## src/rtl/first_fit_run_slot_allocator_assert.svh

```systemverilog
// assertion macros used by the allocator rtl
`ifndef FIRST_FIT_RUN_SLOT_ALLOCATOR_ASSERT_SVH
`define FIRST_FIT_RUN_SLOT_ALLOCATOR_ASSERT_SVH

// same-cycle implication
`define FFRSA_ASSERT_IMP(lbl, clk, rst_n, ante, cons) \
	lbl: assert property (@(posedge clk) disable iff (!rst_n) (ante) |-> (cons)) \
		else $error("ffrsa same-cycle check failed");

// next-cycle implication
`define FFRSA_ASSERT_NXT(lbl, clk, rst_n, ante, cons) \
	lbl: assert property (@(posedge clk) disable iff (!rst_n) (ante) |=> (cons)) \
		else $error("ffrsa next-cycle check failed");

`endif

```

## src/rtl/ffrsa_pkg.sv

```systemverilog
package ffrsa_pkg;

	localparam int ROW_W     = 3;
	localparam int SLOT_W    = 3;
	localparam int ID_W      = 16;
	localparam int CNT_OUT_W = 4;

	localparam logic REQ_ALLOC   = 1'b0;
	localparam logic REQ_RELEASE = 1'b1;

	localparam logic RUN_SINGLE = 1'b0;
	localparam logic RUN_MULTI  = 1'b1;

endpackage

```

## src/rtl/first_fit_run_slot_allocator.sv

```systemverilog
// First-fit slot allocator over a square grid of SLOTS rows of SLOTS slots. A beat is
// taken when start is high and busy is low; its result comes back as a one-cycle done
// strobe with granted, got_row, got_slot and row_free_count, and must be captured then.
// An allocate reads one row a cycle from the row memory (occupancy map and free count)
// and checks it the cycle after; the first row with a fit then writes the owner id into
// its slot, or into each slot of a run of RUN_LENGTH (one owner id is written per cycle),
// before it reports; if no row fits, it reports once the last row is checked. A release
// goes through read, update and write back; a release of a row outside the grid reports
// on the next cycle. busy stays high until the done cycle, and a new beat may start then.
`include "first_fit_run_slot_allocator_assert.svh"

module first_fit_run_slot_allocator
	import ffrsa_pkg::*;
#(
	parameter int SLOTS      = 8,
	parameter int RUN_LENGTH = 2
) (
	input  logic                 clk,
	input  logic                 arst_n,
	input  logic                 start,
	output logic                 busy,
	input  logic                 req_type,
	input  logic                 run_kind,
	input  logic [ID_W-1:0]      owner_id,
	input  logic [ROW_W-1:0]     row_index,
	input  logic [SLOT_W-1:0]    start_slot,
	output logic                 done,
	output logic                 granted,
	output logic [ROW_W-1:0]     got_row,
	output logic [SLOT_W-1:0]    got_slot,
	output logic [CNT_OUT_W-1:0] row_free_count
);

	localparam int RW = $clog2(SLOTS);
	localparam int SW = $clog2(SLOTS);
	localparam int CW = $clog2(SLOTS + 1);
	localparam int KW = $clog2(RUN_LENGTH);
	localparam int AW = $clog2(SLOTS * SLOTS);

	typedef enum logic [1:0] {
		ST_IDLE,
		ST_SCAN,
		ST_WRITE
	} state_t;

	state_t               state_q;
	logic                 req_release_q;
	logic                 req_run_q;
	logic [ID_W-1:0]      owner_q;
	logic [SLOT_W-1:0]    rel_start_q;
	logic [RW-1:0]        scan_row_q;
	logic                 issue_q;
	logic                 chk_vld_s1;
	logic [RW-1:0]        chk_row_s1;
	logic [RW-1:0]        wr_row_q;
	logic [SW-1:0]        wr_slot_q;
	logic [SLOTS-1:0]     wr_occ_q;
	logic [CW-1:0]        wr_cnt_q;
	logic [KW-1:0]        k_q;
	logic                 done_q;
	logic                 granted_q;
	logic [ROW_W-1:0]     got_row_q;
	logic [SLOT_W-1:0]    got_slot_q;
	logic [CNT_OUT_W-1:0] cnt_out_q;

	logic                 rd_en;
	logic [SLOTS-1:0]     rd_occ;
	logic [CW-1:0]        rd_cnt;
	logic                 row_wr_en;
	logic                 own_wr_en;
	logic [AW-1:0]        own_wr_addr;
	logic                 fit_hit;
	logic [SW-1:0]        fit_slot;
	logic [SLOTS-1:0]     new_occ;
	logic [CW-1:0]        new_cnt;
	logic                 wr_last;
	logic                 row_in_range;

	assign rd_en     = (state_q == ST_SCAN) && issue_q;
	assign row_wr_en = (state_q == ST_WRITE) && (k_q == '0);
	assign own_wr_en = (state_q == ST_WRITE) && (req_release_q == REQ_ALLOC);
	assign own_wr_addr = AW'(int'(wr_row_q) * SLOTS + int'(wr_slot_q) + int'(k_q));
	assign wr_last = (req_release_q == REQ_RELEASE) || (req_run_q == RUN_SINGLE)
		|| (k_q == KW'(RUN_LENGTH - 1));
	assign row_in_range = int'(row_index) < SLOTS;

	ffrsa_row_mem #(
		.SLOTS (SLOTS)
	) u_row_mem (
		.clk     (clk),
		.arst_n  (arst_n),
		.rd_en   (rd_en),
		.rd_addr (scan_row_q),
		.rd_occ  (rd_occ),
		.rd_cnt  (rd_cnt),
		.wr_en   (row_wr_en),
		.wr_addr (wr_row_q),
		.wr_occ  (wr_occ_q),
		.wr_cnt  (wr_cnt_q)
	);

	ffrsa_owner_mem #(
		.DEPTH (SLOTS * SLOTS)
	) u_owner_mem (
		.clk     (clk),
		.wr_en   (own_wr_en),
		.wr_addr (own_wr_addr),
		.wr_id   (owner_q)
	);

	ffrsa_fit #(
		.SLOTS      (SLOTS),
		.RUN_LENGTH (RUN_LENGTH)
	) u_fit (
		.occ      (rd_occ),
		.run_kind (req_run_q),
		.hit      (fit_hit),
		.slot     (fit_slot)
	);

	// row update: set or clear the run, saturating free count
	always_comb begin
		int len;
		int base;
		int sum;
		len  = (req_run_q == RUN_MULTI) ? RUN_LENGTH : 1;
		base = (req_release_q == REQ_RELEASE) ? int'(rel_start_q) : int'(fit_slot);
		sum  = int'(rd_cnt) + len;
		for (int s = 0; s < SLOTS; s++) begin
			if (s >= base && s < base + len) begin
				new_occ[s] = (req_release_q == REQ_ALLOC);
			end else begin
				new_occ[s] = rd_occ[s];
			end
		end
		if (req_release_q == REQ_RELEASE) begin
			new_cnt = (sum > SLOTS) ? CW'(SLOTS) : CW'(sum);
		end else begin
			new_cnt = (int'(rd_cnt) > len) ? CW'(int'(rd_cnt) - len) : '0;
		end
	end

	always_ff @(posedge clk or negedge arst_n) begin
		if (!arst_n) begin
			state_q       <= ST_IDLE;
			req_release_q <= REQ_ALLOC;
			req_run_q     <= RUN_SINGLE;
			owner_q       <= '0;
			rel_start_q   <= '0;
			scan_row_q    <= '0;
			issue_q       <= 1'b0;
			chk_vld_s1    <= 1'b0;
			chk_row_s1    <= '0;
			wr_row_q      <= '0;
			wr_slot_q     <= '0;
			wr_occ_q      <= '0;
			wr_cnt_q      <= '0;
			k_q           <= '0;
			done_q        <= 1'b0;
			granted_q     <= 1'b0;
			got_row_q     <= '0;
			got_slot_q    <= '0;
			cnt_out_q     <= '0;
		end else begin
			done_q     <= 1'b0;
			chk_vld_s1 <= rd_en;
			chk_row_s1 <= scan_row_q;
			unique case (state_q)
				ST_IDLE: begin
					if (start) begin
						req_release_q <= req_type;
						req_run_q     <= run_kind;
						owner_q       <= owner_id;
						rel_start_q   <= start_slot;
						if (req_type == REQ_RELEASE && !row_in_range) begin
							done_q     <= 1'b1;
							granted_q  <= 1'b0;
							got_row_q  <= '0;
							got_slot_q <= '0;
							cnt_out_q  <= '0;
						end else begin
							state_q    <= ST_SCAN;
							issue_q    <= 1'b1;
							scan_row_q <= (req_type == REQ_RELEASE) ? RW'(row_index) : '0;
						end
					end
				end
				ST_SCAN: begin
					if (issue_q) begin
						scan_row_q <= scan_row_q + 1'b1;
					end
					// stop reading after the last row, after the one row of a release, or once a row is taken
					if ((issue_q && (req_release_q == REQ_RELEASE
						|| scan_row_q == RW'(SLOTS - 1)))
						|| (chk_vld_s1 && (req_release_q == REQ_RELEASE || fit_hit))) begin
						issue_q <= 1'b0;
					end
					if (chk_vld_s1) begin
						if (req_release_q == REQ_RELEASE || fit_hit) begin
							wr_row_q  <= chk_row_s1;
							wr_slot_q <= fit_slot;
							wr_occ_q  <= new_occ;
							wr_cnt_q  <= new_cnt;
							k_q       <= '0;
							state_q   <= ST_WRITE;
						end else if (chk_row_s1 == RW'(SLOTS - 1)) begin
							// no row has room
							done_q     <= 1'b1;
							granted_q  <= 1'b0;
							got_row_q  <= '0;
							got_slot_q <= '0;
							cnt_out_q  <= '0;
							state_q    <= ST_IDLE;
						end
					end
				end
				ST_WRITE: begin
					if (wr_last) begin
						done_q    <= 1'b1;
						granted_q <= 1'b1;
						got_row_q <= ROW_W'(wr_row_q);
						got_slot_q <= (req_release_q == REQ_RELEASE) ? rel_start_q
							: SLOT_W'(wr_slot_q);
						cnt_out_q <= CNT_OUT_W'(wr_cnt_q);
						state_q   <= ST_IDLE;
					end else begin
						k_q <= k_q + 1'b1;
					end
				end
				default: begin
					state_q <= ST_IDLE;
				end
			endcase
		end
	end

	assign busy           = (state_q != ST_IDLE);
	assign done           = done_q;
	assign granted        = granted_q;
	assign got_row        = got_row_q;
	assign got_slot       = got_slot_q;
	assign row_free_count = cnt_out_q;

	`FFRSA_ASSERT_IMP(a_done_idle, clk, arst_n, done, !busy)
	`FFRSA_ASSERT_IMP(a_nogrant_zero, clk, arst_n, done && !granted,
		got_row == '0 && got_slot == '0 && row_free_count == '0)
	`FFRSA_ASSERT_NXT(a_start_taken, clk, arst_n, start && !busy, busy || done)
	`FFRSA_ASSERT_NXT(a_done_single, clk, arst_n, done, !done)
	`FFRSA_ASSERT_IMP(a_write_row_ok, clk, arst_n, row_wr_en,
		int'(wr_row_q) < SLOTS && state_q == ST_WRITE)

endmodule

```

## src/rtl/ffrsa_row_mem.sv

```systemverilog
module ffrsa_row_mem
	import ffrsa_pkg::*;
#(
	parameter int SLOTS = 8
) (
	input  logic                       clk,
	input  logic                       arst_n,
	input  logic                       rd_en,
	input  logic [$clog2(SLOTS)-1:0]   rd_addr,
	output logic [SLOTS-1:0]           rd_occ,
	output logic [$clog2(SLOTS+1)-1:0] rd_cnt,
	input  logic                       wr_en,
	input  logic [$clog2(SLOTS)-1:0]   wr_addr,
	input  logic [SLOTS-1:0]           wr_occ,
	input  logic [$clog2(SLOTS+1)-1:0] wr_cnt
);

	localparam int CW = $clog2(SLOTS + 1);
	localparam int EW = SLOTS + CW;

	logic [EW-1:0]    row_mem_q [SLOTS];
	logic [SLOTS-1:0] row_vld_q;
	logic [EW-1:0]    rd_data_q;
	logic             rd_vld_q;

	always_ff @(posedge clk) begin
		if (wr_en) begin
			row_mem_q[wr_addr] <= {wr_occ, wr_cnt};
		end
		if (rd_en) begin
			rd_data_q <= row_mem_q[rd_addr];
		end
	end

	// a row never written reads as fully free
	always_ff @(posedge clk or negedge arst_n) begin
		if (!arst_n) begin
			row_vld_q <= '0;
			rd_vld_q  <= 1'b0;
		end else begin
			if (wr_en) begin
				row_vld_q[wr_addr] <= 1'b1;
			end
			if (rd_en) begin
				rd_vld_q <= row_vld_q[rd_addr];
			end
		end
	end

	assign rd_occ = rd_vld_q ? rd_data_q[EW-1:CW] : '0;
	assign rd_cnt = rd_vld_q ? rd_data_q[CW-1:0] : CW'(SLOTS);

endmodule

```

## src/rtl/ffrsa_owner_mem.sv

```systemverilog
module ffrsa_owner_mem
	import ffrsa_pkg::*;
#(
	parameter int DEPTH = 64
) (
	input  logic                     clk,
	input  logic                     wr_en,
	input  logic [$clog2(DEPTH)-1:0] wr_addr,
	input  logic [ID_W-1:0]          wr_id
);

	logic [ID_W-1:0] owner_mem_q [DEPTH];

	always_ff @(posedge clk) begin
		if (wr_en) begin
			owner_mem_q[wr_addr] <= wr_id;
		end
	end

endmodule

```

## src/rtl/ffrsa_fit.sv

```systemverilog
module ffrsa_fit
	import ffrsa_pkg::*;
#(
	parameter int SLOTS      = 8,
	parameter int RUN_LENGTH = 2
) (
	input  logic [SLOTS-1:0]         occ,
	input  logic                     run_kind,
	output logic                     hit,
	output logic [$clog2(SLOTS)-1:0] slot
);

	localparam int SW = $clog2(SLOTS);

	logic [SLOTS+RUN_LENGTH-1:0] occ_pad;
	logic [SLOTS-1:0]            fit;

	// slots past the row end count as taken
	assign occ_pad = {{RUN_LENGTH{1'b1}}, occ};

	always_comb begin
		logic run_free;
		run_free = 1'b1;
		for (int s = 0; s < SLOTS; s++) begin
			run_free = 1'b1;
			for (int k = 0; k < RUN_LENGTH; k++) begin
				if (occ_pad[s+k]) begin
					run_free = 1'b0;
				end
			end
			fit[s] = (run_kind == RUN_MULTI) ? run_free : ~occ[s];
		end
	end

	// lowest start slot wins
	always_comb begin
		hit  = 1'b0;
		slot = '0;
		for (int s = SLOTS - 1; s >= 0; s--) begin
			if (fit[s]) begin
				hit  = 1'b1;
				slot = SW'(s);
			end
		end
	end

endmodule

```

## config.mk

```make
export PLATFORM = sky130hd
export DESIGN_NAME = first_fit_run_slot_allocator
export DESIGN_NICKNAME = d
export VERILOG_FILES = /design/src/rtl/ffrsa_pkg.sv /design/src/rtl/first_fit_run_slot_allocator.sv /design/src/rtl/ffrsa_row_mem.sv /design/src/rtl/ffrsa_owner_mem.sv /design/src/rtl/ffrsa_fit.sv
export VERILOG_INCLUDE_DIRS = /design/src /design/src/rtl
export SDC_FILE = /design/constraint.sdc
export NUM_CORES = 1
export LEC_CHECK = 0
export BUFFER_PORTS_ARGS = -buffer_cell sky130_fd_sc_hd__buf_4
export CORE_AREA = 3 3 121 123
export DETAILED_ROUTE_END_ITERATION = 7
export DIE_AREA = 0 0 124 126
export GPL_TIMING_DRIVEN = 0
export HOLD_SLACK_MARGIN = 0.05
export PLACE_DENSITY = 0.71
export SYNTH_ARGS = -nofsm -noshare
export SYNTH_HDL_FRONTEND = slang
export SYNTH_HIERARCHICAL = 1
export SYNTH_SLANG_ARGS = --single-unit
```

## constraint.sdc

```tcl
create_clock -name clk -period 4.2 [get_ports clk]
set_input_delay 0.84 -clock clk [delete_from_list [all_inputs] [get_ports clk]]
set_output_delay 0.84 -clock clk [all_outputs]
set_load 0.1 [all_outputs]
```

==> impl_metrics.csv <==
group,metric,value,unit
detailed_routing,wl_per_cell,21.1,microns
clocking,clockBufferDepth,2,
synth,yosysTopAreaCell,"edfxtp_1",
worst_setup_path,worst-path-max-fanout,10,
worst_setup_path,r2r_start,"u_row_mem/rd_vld_q",
synth,synth_compound_area_share,9.34,%
floorplanning,core,0.0138,sq mm
finish,mostFrequentLayoutCells,"edfxtp_1 (108), dfrtp_1 (55), nand2_1 (42)",
sta,clock.fmax,0.252,GHz
job,maxCapViolations,0,
detailed_routing,drt_wl_total,15600,microns
floorplanning,rows,43,
synth,ys.flop_type,"edfxtp_1",
outcome,status,"finished, final reports clean",
synth,syn_inst,502,
finish,syn2layout_area_growth,14.7,%
sta,slew_viol_final,0,
clocking,htree_levels,4,
clocking,cts-root-buf,"clkbuf_16",
sta,fin_ws,0.234,ns
synth,synth_mux_area_share,13.2,%
worst_hold_path,hold_path_class,"flop to flop",
clocking,cts_buffers,17,
global_route,grt.total_usage,21.6,%
sta,hold_violations,0,
place,dp_hpwl,10100,microns
worst_setup_path,cp.required,4.53,ns
sta,rsz0062_at_grt,"false",
floorplanning,dieArea,0.0156,sq mm
finish,final_common_cell,"edfxtp_1",
floorplanning,num_io_pins,40,
finish,antennaDiodeCount,0,
worst_setup_path,worstSetupEndpoint,"wr_occ_q[1]",
sta,finalSetupViolations,0,
sta,tns,0,ns
place,placement.io_buffers,23,
synth,synth_top_family_by_area,"multiplexers",
worst_setup_path,timing.rr.end,"wr_occ_q[1]",
place,dp_slack,0.380,ns
synth,synth_top_cell_area_share,44.2,%
sta,fin_crit_sh,94.4,%
global_route,grt_pass1_vias,4554,
sta,finClkSkew,0.00841,ns
power,p_leak,3.26,nW
floorplanning,die_h,126,microns
floorplanning,initial_utilization,53.3,%
synth,synthDistinctLibCells,61,
floorplanning,die_w,124,microns
clocking,clock_sinks,163,
place,place_congestion,0.888,
detailed_routing,vias,4479,
finish,nNetsFinal,588,
synth,synth-edff-count,108,
detailed_routing,first_pass_iters,5,
synth,synth-xor-area-share,0.477,%
sta,slew_headroom,9.72,%
worst_setup_path,reg2reg_depth,13,
global_route,grt_antenna_before_repair,0,
detailed_routing,drt_iter0_drc,375,
worst_setup_path,critPathKind,"flop to flop",
global_route,grt.overflow.total,0,
synth,synthTopCellsByArea,"edfxtp_1 (44%), dfrtp_1 (19%), mux4_1 (7.9%)",
synth,syn_nets,544,
synth,yosysWarningCount,6,
synth,ys_seq_area_share,62.9,%
finish,multi_input_area,0.00257,sq mm
finish,nFillCells,1038,
synth,async_flop_share,33.7,%
finish,regArea,0.00462,sq mm
clocking,postCtsSetupBuffers,0,
detailed_routing,drc,0,
worst_setup_path,crit_arrival,4.30,ns
global_route,grt_pass1_wl,24800,microns
global_route,grt_max_degree,56,
synth,synth-simple-area-share,8.83,%
worst_setup_path,r2r_slack,0.23,ns
sta,tightest_slew,1.35,ns
finish,drive_gt1_share,20.0,%
worst_setup_path,setup.worst_path.start,"u_row_mem/rd_vld_q",
detailed_routing,drtAntennaViolNets,0,
power,ir_drop,626,uV
synth,synthAdderAreaFrac,2.86,%
clocking,cts_resized,0,
clocking,cts_tree,"built",
clocking,postCtsHoldBufs,0,
synth,ys_ff_latch,163,
detailed_routing,viasPerCell,6.06,
worst_setup_path,start_kind,"flop",
synth,netlist_area,0.00734,sq mm
clocking,clk_pin_slew_worst_paths,0.06,ns
worst_setup_path,crit_path_end_kind,"flop",
synth,avgSynthCellArea,14.6,sq um
clocking,clk_latency,0.43,ns
worst_hold_path,hold_depth,0,
power,cellPowerDensity,813,mW/mm^2
sta,period_needed,3.97,ns
==> worst min path at each step <==
stage | startpoint | to | slack [ns]
after floorplan | scan_row_q[1] | chk_row_s1[1] | 0.39
after global placement | scan_row_q[1] | chk_row_s1[1] | 0.42
after detailed placement | scan_row_q[1] | chk_row_s1[1] | 0.43
after CTS | scan_row_q[1] | chk_row_s1[1] | 0.44
after global routing | scan_row_q[1] | chk_row_s1[1] | 0.47
final | scan_row_q[1] | chk_row_s1[1] | 0.44
==> power by group <==
part           total (mW)  switching [mW]  internal (mW)
clock                1.65           0.644           1.01
combinational        2.63            1.58           1.06
sequential           2.56           0.356           2.20
==> flip-flops by register name, summed over array words and instances, names as in the netlist, 2 cells and up <==
name	count
wr_row_q	3
wr_cnt_q	4
wr_slot_q	3
u_row_mem/row_mem_q	96
state_q	2
got_row	3
row_free_count	4
scan_row_q	3
chk_row_s1	3
u_row_mem/rd_data_q	12
got_slot	3
u_row_mem/row_vld_q	8
wr_occ_q	8
rel_start_q	3
==> worst max-delay path, stage by stage (launching register included) <==
cell	delay, ns
dfrtp_1	0.40
clkbuf_1	0.30
and2_1	0.35
nor3b_1	0.28
nor3_1	0.09
o21ai_1	0.43
mux2_2	0.25
ha_1	0.18
inv_1	0.06
fa_1	0.43
clkbuf_1	0.25
and3_1	0.21
or4_1	0.41
a31oi_1	0.23
==> Yosys cell counts, drive strengths merged, types with 2 or more instances <==
| cell | instances |
|---|---|
| a211oi | 4 |
| a21boi | 2 |
| a21o | 4 |
| a21oi | 16 |
| a221oi | 2 |
| a22o | 10 |
| a22oi | 6 |
| a31oi | 7 |
| a32oi | 3 |
| and2 | 12 |
| buf | 13 |
| clkbuf | 7 |
| dfrtp | 55 |
| edfxtp | 108 |
| fa | 3 |
| ha | 12 |
| inv | 16 |
| mux2 | 22 |
| mux2i | 7 |
| mux4 | 25 |
| nand2 | 42 |
| nand2b | 12 |
| nand3 | 5 |
| nor2 | 31 |
| nor2b | 5 |
| nor3 | 4 |
| nor3b | 3 |
| o211ai | 4 |
| o21a | 3 |
| o21ai | 23 |
| o22a | 4 |
| o31a | 2 |
| or2 | 9 |
| xnor2 | 3 |
==> metal layers <==
layer  wire length [microns]  GRT usage [%]  vias up
li1                        -              -     2015
met1                    6730           30.1     2306
met2                    7800           34.1      148
met3                     940           5.07       10
met4                     142           6.44        0
met5                       0              0        -
==> cells by family after synthesis <==
group	after synthesis
xor+xnor	4
flops	163
mux	54
buf+inv	36
simple gates	130
fa+ha+maj	15
compound gates	100
==> through the flow <==
| step | hold slack [ns] | area (sq um) | util [%] | std cells | power (mW) |
|---|---|---|---|---|---|
| floorplan | 0.393 | 7340 | - | 502 | 4.47 |
| global placement | 0.423 | 7740 | 56.2 | 705 | 5.11 |
| detailed placement | 0.428 | 7770 | 56.4 | 707 | 5.20 |
| CTS | 0.443 | 8410 | 61.0 | 739 | 6.85 |
| global route | 0.473 | 8420 | 61.1 | 739 | 7.19 |
| finish | 0.441 | 8420 | 61.1 | 739 | 6.84 |
==> area by class of cell <==
type                            instances  share of cell area [%]
Sequential cell                       163                    54.9
Multi-Input combinational cell        303                    30.5
Clock buffer                           18                    5.10
Tap cell                              180                    2.67
Clock inverter                         14                    2.42
Timing Repair Buffer                   25                    2.32
Buffer                                 20                    1.40
Inverter                               16                   0.713
No activity file was read; power rests on OpenSTA's default activity.
